===== src/hw/rtl/mbps_pkg.sv =====
`default_nettype none

package mbps_pkg;

   // Pattern positions held in the cell row.
   localparam int PATTERN_MAX = 64;
   localparam int IDX_W       = $clog2(PATTERN_MAX);
   localparam int LEN_W       = 7;
   localparam int OFF_W       = 16;
   localparam int ADDR_W      = 48;
   localparam int BYTE_W      = 8;
   localparam int ACT_W       = 2;
   localparam int CSR_IDX_W   = 2;

   // Item actions.
   localparam logic [ACT_W-1:0] ACT_LOAD    = 2'd0;
   localparam logic [ACT_W-1:0] ACT_SCAN    = 2'd1;
   localparam logic [ACT_W-1:0] ACT_RESTART = 2'd2;

   // Register indexes.
   localparam logic [CSR_IDX_W-1:0] CSR_PATTERN_LENGTH = 2'd0;
   localparam logic [CSR_IDX_W-1:0] CSR_MATCH_OFFSET   = 2'd1;
   localparam logic [CSR_IDX_W-1:0] CSR_REGION_BASE    = 2'd2;

   localparam logic [LEN_W-1:0] LEN_RESET = 7'd1;

   // Controls broadcast along the cell row.
   typedef struct packed {
      logic              shift;
      logic [BYTE_W-1:0] load_byte;
      logic              load_wild;
   } cell_ctl_type;

   // A window of bytes, entry 0 is the newest byte.
   typedef logic [PATTERN_MAX-1:0][BYTE_W-1:0] window_type;

   // Item state between the compare stage and the result stage.
   typedef struct packed {
      logic                   is_scan;
      logic                   is_restart;
      logic                   last;
      logic                   full;
      logic [ADDR_W-1:0]      start;
      logic [PATTERN_MAX-1:0] eq;
   } stage_type;

endpackage

`default_nettype wire


===== src/hw/rtl/masked_byte_pattern_scanner_unit.sv =====
`default_nettype none

// A scan item that causes a result passes through the result stage register and then the
// output register before reaching rsp_valid; the window shifts one byte per scan item.
// Throughput: one item per cycle, except while a result waits on a busy output.
// Reset clears the handshake, position and done state and sets the registers to their
// reset values; pattern entries are undefined until loaded, and no clearing pass runs.
module masked_byte_pattern_scanner_unit (
   input  wire logic                                clock,
   input  wire logic                                reset,
   input  wire logic                                req_valid,
   output logic                                     req_ready,
   input  wire logic [mbps_pkg::ACT_W-1:0]          req_action,
   input  wire logic [mbps_pkg::IDX_W-1:0]          req_pattern_index,
   input  wire logic [mbps_pkg::BYTE_W-1:0]         req_pattern_byte,
   input  wire logic                                req_pattern_wild,
   input  wire logic [mbps_pkg::BYTE_W-1:0]         req_data_byte,
   input  wire logic                                req_last,
   output logic                                     rsp_valid,
   input  wire logic                                rsp_ready,
   output logic                                     rsp_found,
   output logic      [mbps_pkg::ADDR_W-1:0]         rsp_match_address,
   input  wire logic                                csr_valid,
   output logic                                     csr_ready,
   input  wire logic [mbps_pkg::CSR_IDX_W-1:0]      csr_index,
   input  wire logic [mbps_pkg::ADDR_W-1:0]         csr_data
);

   localparam int N = mbps_pkg::PATTERN_MAX;

   // Configuration registers.
   logic [mbps_pkg::LEN_W-1:0]  len_ff, len_in;
   logic [mbps_pkg::OFF_W-1:0]  off_ff, off_in;
   logic [mbps_pkg::ADDR_W-1:0] base_ff, base_in;
   logic [mbps_pkg::LEN_W-1:0]  eff_len;

   // Front stage.
   logic                        req_fire;
   logic                        is_load;
   logic                        is_scan;
   logic                        is_restart;
   logic [mbps_pkg::ADDR_W-1:0] pos_ff, pos_in;
   logic [mbps_pkg::ADDR_W-1:0] pos_next;

   mbps_pkg::cell_ctl_type      cell_ctl;
   logic [N-1:0]                load_en;
   mbps_pkg::window_type        win_q;
   mbps_pkg::window_type        new_window;
   mbps_pkg::window_type        lanes;
   logic [N-1:0]                cell_eq;
   logic [N-1:0]                eq_masked;

   // Result stage.
   logic                        s1_valid_ff, s1_valid_in;
   mbps_pkg::stage_type         s1_ff, s1_in;
   logic                        done_ff, done_in;
   logic                        hit;
   logic                        produce;
   logic                        s1_move;
   logic                        out_free;
   logic [mbps_pkg::ADDR_W-1:0] offset_ext;
   logic [mbps_pkg::ADDR_W-1:0] address;

   // Output register.
   logic                        rsp_valid_ff, rsp_valid_in;
   logic                        rsp_found_ff, rsp_found_in;
   logic [mbps_pkg::ADDR_W-1:0] rsp_addr_ff, rsp_addr_in;

   // Configuration port.
   assign csr_ready = 1'b1;

   always_comb begin
      len_in  = len_ff;
      off_in  = off_ff;
      base_in = base_ff;
      if (csr_valid) begin
         unique case (csr_index)
            mbps_pkg::CSR_PATTERN_LENGTH: len_in  = csr_data[mbps_pkg::LEN_W-1:0];
            mbps_pkg::CSR_MATCH_OFFSET:   off_in  = csr_data[mbps_pkg::OFF_W-1:0];
            mbps_pkg::CSR_REGION_BASE:    base_in = csr_data;
            default: ;
         endcase
      end
   end

   always_comb begin
      if (len_ff == '0) begin
         eff_len = mbps_pkg::LEN_W'(1);
      end else if (len_ff > mbps_pkg::LEN_W'(N)) begin
         eff_len = mbps_pkg::LEN_W'(N);
      end else begin
         eff_len = len_ff;
      end
   end

   // Item decode and cell row controls.
   assign req_fire   = req_valid & req_ready;
   assign is_load    = (req_action == mbps_pkg::ACT_LOAD);
   assign is_scan    = (req_action == mbps_pkg::ACT_SCAN);
   assign is_restart = (req_action == mbps_pkg::ACT_RESTART);

   assign cell_ctl.shift     = req_fire & is_scan;
   assign cell_ctl.load_byte = req_pattern_byte;
   assign cell_ctl.load_wild = req_pattern_wild;

   genvar gi;
   generate
      for (gi = 0; gi < N; gi++) begin : g_row
         if (gi == 0) begin : g_head
            assign new_window[gi] = req_data_byte;
         end else begin : g_link
            assign new_window[gi] = win_q[gi-1];
         end

         assign load_en[gi] = req_fire & is_load &
                              (req_pattern_index == mbps_pkg::IDX_W'(gi));

         mbps_cell u_cell (
            .clock       (clock),
            .ctl         (cell_ctl),
            .load_en     (load_en[gi]),
            .prev_byte   (new_window[gi]),
            .lane_byte   (lanes[gi]),
            .window_byte (win_q[gi]),
            .eq          (cell_eq[gi])
         );

         // Positions beyond the pattern length always agree.
         assign eq_masked[gi] = cell_eq[gi] | (mbps_pkg::LEN_W'(gi) >= eff_len);
      end
   endgenerate

   mbps_align u_align (
      .new_window (new_window),
      .eff_len    (eff_len),
      .lanes      (lanes)
   );

   // Byte count since the last restart. Counting on after a result is harmless:
   // only a restart re-opens the region, and it clears the count.
   assign pos_next = pos_ff + mbps_pkg::ADDR_W'(1);

   always_comb begin
      pos_in = pos_ff;
      if (req_fire && is_restart) begin
         pos_in = '0;
      end else if (req_fire && is_scan) begin
         pos_in = pos_next;
      end
   end

   always_comb begin
      s1_in.is_scan    = is_scan;
      s1_in.is_restart = is_restart;
      s1_in.last       = req_last;
      s1_in.full       = (pos_next >= mbps_pkg::ADDR_W'(eff_len));
      s1_in.start      = pos_next - mbps_pkg::ADDR_W'(eff_len);
      s1_in.eq         = eq_masked;
   end

   // Result stage. The done flag is kept here, in item order, so a scan item
   // that entered behind a finished region is simply dropped.
   assign out_free   = ~rsp_valid_ff | rsp_ready;
   assign hit        = s1_ff.full & (&s1_ff.eq);
   assign produce    = s1_valid_ff & s1_ff.is_scan & ~done_ff & (hit | s1_ff.last);
   assign s1_move    = s1_valid_ff & (~produce | out_free);
   assign req_ready  = ~s1_valid_ff | s1_move;

   assign offset_ext = {{(mbps_pkg::ADDR_W-mbps_pkg::OFF_W){off_ff[mbps_pkg::OFF_W-1]}},
                        off_ff};
   assign address    = base_ff + s1_ff.start + offset_ext;

   always_comb begin
      s1_valid_in = s1_valid_ff;
      if (req_fire) begin
         s1_valid_in = 1'b1;
      end else if (s1_move) begin
         s1_valid_in = 1'b0;
      end

      done_in = done_ff;
      if (s1_move && s1_ff.is_restart) begin
         done_in = 1'b0;
      end else if (s1_move && produce) begin
         done_in = 1'b1;
      end

      rsp_valid_in = rsp_valid_ff;
      rsp_found_in = rsp_found_ff;
      rsp_addr_in  = rsp_addr_ff;
      if (s1_move && produce) begin
         rsp_valid_in = 1'b1;
         rsp_found_in = hit;
         rsp_addr_in  = hit ? address : '0;
      end else if (rsp_ready) begin
         rsp_valid_in = 1'b0;
      end
   end

   always_ff @(posedge clock) begin
      if (reset) begin
         len_ff       <= mbps_pkg::LEN_RESET;
         off_ff       <= '0;
         base_ff      <= '0;
         pos_ff       <= '0;
         s1_valid_ff  <= 1'b0;
         done_ff      <= 1'b0;
         rsp_valid_ff <= 1'b0;
      end else begin
         len_ff       <= len_in;
         off_ff       <= off_in;
         base_ff      <= base_in;
         pos_ff       <= pos_in;
         s1_valid_ff  <= s1_valid_in;
         done_ff      <= done_in;
         rsp_valid_ff <= rsp_valid_in;
      end
   end

   always_ff @(posedge clock) begin
      if (req_fire) begin
         s1_ff <= s1_in;
      end
      rsp_found_ff <= rsp_found_in;
      rsp_addr_ff  <= rsp_addr_in;
   end

   assign rsp_valid         = rsp_valid_ff;
   assign rsp_found         = rsp_found_ff;
   assign rsp_match_address = rsp_addr_ff;

   // A region that ended without a match reports a zero address.
   a_notfound_zero: assert property (@(posedge clock) disable iff (reset)
      (rsp_valid && !rsp_found) |-> (rsp_match_address == '0))
      else $error("not-found result carries a nonzero address");

   // Once a result leaves the result stage, the region is closed.
   a_done_after_result: assert property (@(posedge clock) disable iff (reset)
      (s1_move && produce) |=> done_ff)
      else $error("done flag not set after a result");

   // A restart re-opens the region.
   a_restart_clears: assert property (@(posedge clock) disable iff (reset)
      (s1_move && s1_ff.is_restart) |=> !done_ff)
      else $error("done flag survived a restart");

   // An accepted item always lands in the result stage.
   a_accept_lands: assert property (@(posedge clock) disable iff (reset)
      req_fire |=> s1_valid_ff)
      else $error("accepted item lost before the result stage");

endmodule

`default_nettype wire


===== src/hw/rtl/mbps_cell.sv =====
`default_nettype none

module mbps_cell (
   input  wire logic                          clock,
   input  wire mbps_pkg::cell_ctl_type        ctl,
   input  wire logic                          load_en,
   input  wire logic [mbps_pkg::BYTE_W-1:0]   prev_byte,
   input  wire logic [mbps_pkg::BYTE_W-1:0]   lane_byte,
   output logic      [mbps_pkg::BYTE_W-1:0]   window_byte,
   output logic                               eq
);

   logic [mbps_pkg::BYTE_W-1:0] win_ff;
   logic [mbps_pkg::BYTE_W-1:0] win_in;
   logic [mbps_pkg::BYTE_W-1:0] pat_ff;
   logic [mbps_pkg::BYTE_W-1:0] pat_in;
   logic                        wild_ff;
   logic                        wild_in;

   always_comb begin
      win_in  = ctl.shift ? prev_byte : win_ff;
      pat_in  = load_en ? ctl.load_byte : pat_ff;
      wild_in = load_en ? ctl.load_wild : wild_ff;
   end

   always_ff @(posedge clock) begin
      win_ff  <= win_in;
      pat_ff  <= pat_in;
      wild_ff <= wild_in;
   end

   assign window_byte = win_ff;
   assign eq          = wild_ff | (pat_ff == lane_byte);

endmodule

`default_nettype wire


===== src/hw/rtl/mbps_align.sv =====
`default_nettype none

module mbps_align (
   input  wire mbps_pkg::window_type             new_window,
   input  wire logic [mbps_pkg::LEN_W-1:0]       eff_len,
   output mbps_pkg::window_type                  lanes
);

   mbps_pkg::window_type              rev;
   logic [mbps_pkg::IDX_W-1:0]        gap;

   // Lane i must see the byte that arrived eff_len-1-i items ago. Reversing
   // the window puts the newest byte on top, and a right shift by the unused
   // depth brings the oldest byte of the active window down to lane 0.
   always_comb begin
      for (int k = 0; k < mbps_pkg::PATTERN_MAX; k++) begin
         rev[k] = new_window[mbps_pkg::PATTERN_MAX-1-k];
      end
      gap   = mbps_pkg::IDX_W'(mbps_pkg::LEN_W'(mbps_pkg::PATTERN_MAX) - eff_len);
      lanes = rev >> {gap, 3'b000};
   end

endmodule

`default_nettype wire


===== config.mk =====
export PLATFORM = sky130hd
export DESIGN_NAME = masked_byte_pattern_scanner_unit
export DESIGN_NICKNAME = d
export VERILOG_FILES = /design/src/hw/rtl/mbps_pkg.sv /design/src/hw/rtl/masked_byte_pattern_scanner_unit.sv /design/src/hw/rtl/mbps_cell.sv /design/src/hw/rtl/mbps_align.sv
export SDC_FILE = /design/constraint.sdc
export NUM_CORES = 2
export LEC_CHECK = 0
export BUFFER_PORTS_ARGS = -buffer_cell sky130_fd_sc_hd__buf_2
export CAP_MARGIN = 15
export CORE_MARGIN = 3
export CORE_UTILIZATION = 35
export CTS_CLUSTER_DIAMETER = 100
export CTS_CLUSTER_SIZE = 16
export DETAILED_ROUTE_END_ITERATION = 6
export SKIP_LAST_GASP = 1
export SYNTH_ARGS = -nofsm -noshare
export SYNTH_HDL_FRONTEND = slang
export SYNTH_HIERARCHICAL = 1
export SYNTH_SLANG_ARGS = --single-unit
export TNS_END_PERCENT = 5

===== constraint.sdc =====
create_clock -name clock -period 19.34 [get_ports clock]
set_clock_uncertainty 0.05 [all_clocks]
set_input_delay 0.967 -clock clock [delete_from_list [all_inputs] [get_ports clock]]
set_output_delay 0.967 -clock clock [all_outputs]
set_load 0.05 [all_outputs]

# Word level (Yosys, flattened, before mapping)
# Cells that the tools add are included.
# Widths: inputs -> output; s select.
# word_totals
ff_bits	1367
elab_cells	639
inputBits	81
out_inout_bits	52
# op_classes
mux	6
add_sub_neg	5
n_eq_ne	131
n_bitwise	208
magnitude_cmp	66
n_reduce_logical	16
shift	1
# op_table
op	count
$eq 8x8->1	64
$shr 512x9->512	1
$ge 6x7->1 const A	32
$eq 6x6->1 const B	32
$or 1x1->1	132
$ge 5x7->1 const A	16
$add 48x48->48	2
$eq 6x5->1 const B	16
$and 1x1->1	72
$reduce_and 64->1	1
$ge 4x7->1 const A	8
$add 48x1->48 const B	1
$eq 6x4->1 const B	8
$ge 48x7->1	1
$sub 48x7->48	1
$ge 3x7->1 const A	4
$eq 6x3->1 const B	4
$ge 1x7->1 const A	2
$ge 2x7->1 const A	2
$mux 7	2
$eq 6x2->1 const B	2
$gt 7x7->1 const B	1
$logic_not 7->1	1
$eq 6x1->1 const B	1
other kinds (11)	27

# Longest topological paths before layout
# depth
ltp_word	11
ltp_mapped	29
mapped_depth_nobuf	16

# Cells and area by module
# Netlist, hierarchy kept.
# by_module_without_submodules
module	area_per_inst_um2	cells_each	n_inst	seq_area_each_um2
mbps_cell	600.6	28	64	510.5
mbps_align	32981.6	4127	1	0.0
masked_byte_pattern_scanner_unit	17360.4	1894	1	7397.1

# Worst setup path after synthesis
# No wires, ideal clock.
# synth_path
path_type	input to register
start	in req_action[1] (netlist bit)
end	reg pos_ff[12] (netlist bit)
t_arrival_ns	16.969
cell_stages	6
setup_slack_ns	2.190
required_time_ns	19.158
setup_time_ns	0.132
path_buffers	1
cell_sequence	nand2b_1 > a311oi_1 > clkbuf_1 > nand2_1 > xnor2_1 > nor2_1
# synth_via
elab_chain_cells	3
word_cells_on_any_way	5
classes_between	eq/ne: 2; reduce/logical: 3
# synth_rtl
item	line_no	text
start, declared	masked_byte_pattern_scanner_unit.sv:13	input wire logic [mbps_pkg::ACT_W-1:0] req_action,
$eq 2x2->1	masked_byte_pattern_scanner_unit.sv:100	assign is_restart = (req_action == mbps_pkg::ACT_RESTART);
$logic_and 1x1->1	masked_byte_pattern_scanner_unit.sv:145	if (req_fire && is_restart) begin
$reduce_or 2->1 (no source line)	--	
end signal, assigned	masked_byte_pattern_scanner_unit.sv:213	pos_ff <= pos_in;
end, declared	masked_byte_pattern_scanner_unit.sv:42	logic [mbps_pkg::ADDR_W-1:0] pos_ff, pos_in;
# Several ways; a longest one is shown, not always the timed one.
# A chain may end at the register's enable or synchronous reset.

==> results.ini <==
[timing]
rsz0062_at_grt = false
setup_viol = 0
slew_viol_final = 2
tns_ns = 0
worst_pin_slew_ns = 1.57
fin_crit_ns = 9.04
post-route-period-util_pct = 46.7
finalHoldViolCount = 0
max-slew-margin-rel_pct = -4.35
fmax_ghz = 0.111

[power_and_ir_drop]
internal_power_mw = 4.90
ir_worst_vdd_v = 0.0000800
switching_share_pct = 34.0
p_per_area_nw_per_um2 = 77.9
seqPwrFrac_pct = 44.6
p_leak_nw = 33.4
clockPowerShare_pct = 28.9
pwr-share-comb_pct = 26.5
power.switching_mw = 2.53
power.total_mw = 7.43

[critical_path]
crit_start = len_ff[6]$_SDFFE_PP0P_
r2r_cells = 19
cp_data_arrival_time_ns = 9.53
cp.required_ns = 19.83
cp_max_fo = 116
rrSetupSlack_ns = 10.30
r2r-start = len_ff[6]$_SDFFE_PP0P_
r2r-end = s1_ff[1]$_DFFE_PP_
crit_type = reg2reg
cp-end-kind = flop
setup.worst_path.end = s1_ff[1]$_DFFE_PP_
crit_path_start_kind = flop

[routing]
num_vias = 70800
ant_nets = 0
routed_wl_um = 391000
first_pass_iters = 7
via_per_inst = 6.37
wl_per_cell_um = 35.2
route.detailed.drc = 14
drt_iter0_markers = 11100

[cells_and_area]
area_growth_pct = 7.74
nets = 7874
fin_util_pct = 37.9
final_layout_size_suffix_gt1_share_pct = 18.0

[yosys]
synthCells = 7804
syn_area_per_cell_um2 = 11.3
synthesis.area_um2 = 88500
syn_nets = 7989
yosysWarnings = 6

[status]
violations = DRC, slew limit
status = finished, violations left

[grt]
antenna_found_initial = 50
grt_pass1_vias = 64600
grt_pass1_wl_um = 535000
overflow = 0
grt_max_degree = 117
grt.total_usage_pct = 29.2

[clock_tree]
post_cts_buffers = 0
clk_pin_slew_worst_paths_ns = 0.08
post_cts_resized = 0
hold_buffers = 0
cts_made_buffers = 100
cts_root_buffer = clkbuf_16
cts_tree = done
htreeDepth = 3
cts_num_sinks = 1367
clockBufferDepth = 3
clk_latency_ns = 0.83

[worst_hold_path]
hold_class = in2reg

[floorplanning]
die_area_um2 = 259000
die_y_um = 509
ios = 133
core_um2 = 251000
die_w_um = 509
core.rowCount = 184
start_util_pct = 35.2

[placement]
io_buffers = 131
place_hpwl_um = 287000
place.gp.congestion = 1.07

[run]
maxCapViolations = 0

==> worst min path at each step <==
stage	startpoint	to	slack, ns	cells past startpoint
floorplan	g_row[61].u_cell/window_byte[0]$_DFFE_PP_	g_row[62].u_cell/window_byte[0]$_DFFE_PP_	0.38	0
global placement	off_ff[15]$_SDFFE_PP0P_	off_ff[15]$_SDFFE_PP0P_	0.39	2
detailed placement	g_row[61].u_cell/window_byte[3]$_DFFE_PP_	g_row[62].u_cell/window_byte[3]$_DFFE_PP_	0.40	0
CTS	req_last	s1_ff[113]$_DFFE_PP_	0.24	1
global route	req_last	s1_ff[113]$_DFFE_PP_	0.25	1
finish	req_last	s1_ff[113]$_DFFE_PP_	0.29	1
==> flip-flops by register name (all words and copies together), names as in the netlist <==
name and cells:
g_row.u_cell/pat_ff 512, len_ff 7, s1_ff 116, pos_ff 48, g_row.u_cell/window_byte 504, rsp_valid 1, done_ff 1, rsp_match_address 48
g_row.u_cell/wild_ff 64, base_ff 48, s1_valid_ff 1, rsp_found 1, off_ff 16
==> worst max-delay path: stages, from the launching register on <==
cell and delay (ns):
dfxtp_1 0.42, inv_1 0.62, nand2_1 0.33, inv_1 0.71
inv_1 0.19, ha_4 0.79, buf_12 0.60, buf_4 0.66
buf_4 0.91, mux2_2 0.46, mux4_2 0.49, nor2_1 0.17
a31oi_1 0.15, o2111ai_1 0.85, o21ai_0 0.37, buf_4 0.24
xor2_1 0.16, nor2_1 0.08, a41o_1 0.18, a21o_1 0.15
==> cells in the final DEF, fill, tap and decap left out, types with 30 or more instances in the layout <==
cell / count
o21a_1: 33
o211ai_1: 100
nand3_1: 132
a21oi_1: 287
xor2_1: 459
nor4_1: 88
clkbuf_16: 101
a22oi_1: 67
and3_1: 42
o21ai_0: 226
a211oi_1: 56
buf_4: 201
nor3_1: 124
mux2_2: 633
edfxtp_1: 1245
nand4_1: 47
o21ai_1: 30
inv_1: 73
a21o_1: 78
ha_1: 54
xnor2_1: 220
nand2b_1: 31
nand2_1: 615
mux2i_1: 783
o22ai_1: 60
o22a_1: 45
fa_1: 49
dfxtp_1: 121
and2_1: 47
nor2_1: 753
buf_2: 130
o221ai_1: 46
mux4_2: 174
a41o_1: 64
==> power groups by stage <==
| stage | registers (mW) | logic (mW) | clock network, mW |
|---|---|---|---|
| CTS | 3.31 | 1.87 | 2.19 |
| detailed placement | 3.38 | 1.86 | 0 |
| finish | 3.31 | 1.97 | 2.15 |
| global route | 3.32 | 2.00 | 2.28 |
| global placement | 3.38 | 1.86 | 0 |
| floorplan | 3.39 | 1.15 | 0 |
==> layer usage <==
layer	global-route usage (%)	wire [um]	vias to the layer above
met2	40.9	159000	4946
met5	0	173	-
met4	18.8	30900	18
met3	9.29	48300	1082
li1	-	-	29100
met1	38.6	153000	35600
==> cell type report <==
| cell class | instances | area [um^2] |
|---|---|---|
| multi-input combinational | 5797 | 45600 |
| sequential | 1367 | 39800 |
| inverter | 75 | 297 |
| tap | 3348 | 4190 |
| timing repair buffer | 348 | 2420 |
| clock inverter | 19 | 313 |
| antenna | 28 | 70.1 |
| clock buffer | 129 | 2650 |
| fill | 24500 | 156000 |
==> metrics by stage <==
step,hold slack (ns),cells,cell area (um^2),worst slack (ns)
after CTS,0.238,11100,95200,10.72
after detailed placement,0.396,10900,92300,10.71
after floorplan,0.376,7804,88500,2.42
final,0.287,11100,95400,10.30
after global routing,0.250,11100,95300,10.10
after global placement,0.391,10900,92100,10.89
Power figures use the tool's default switching activity.
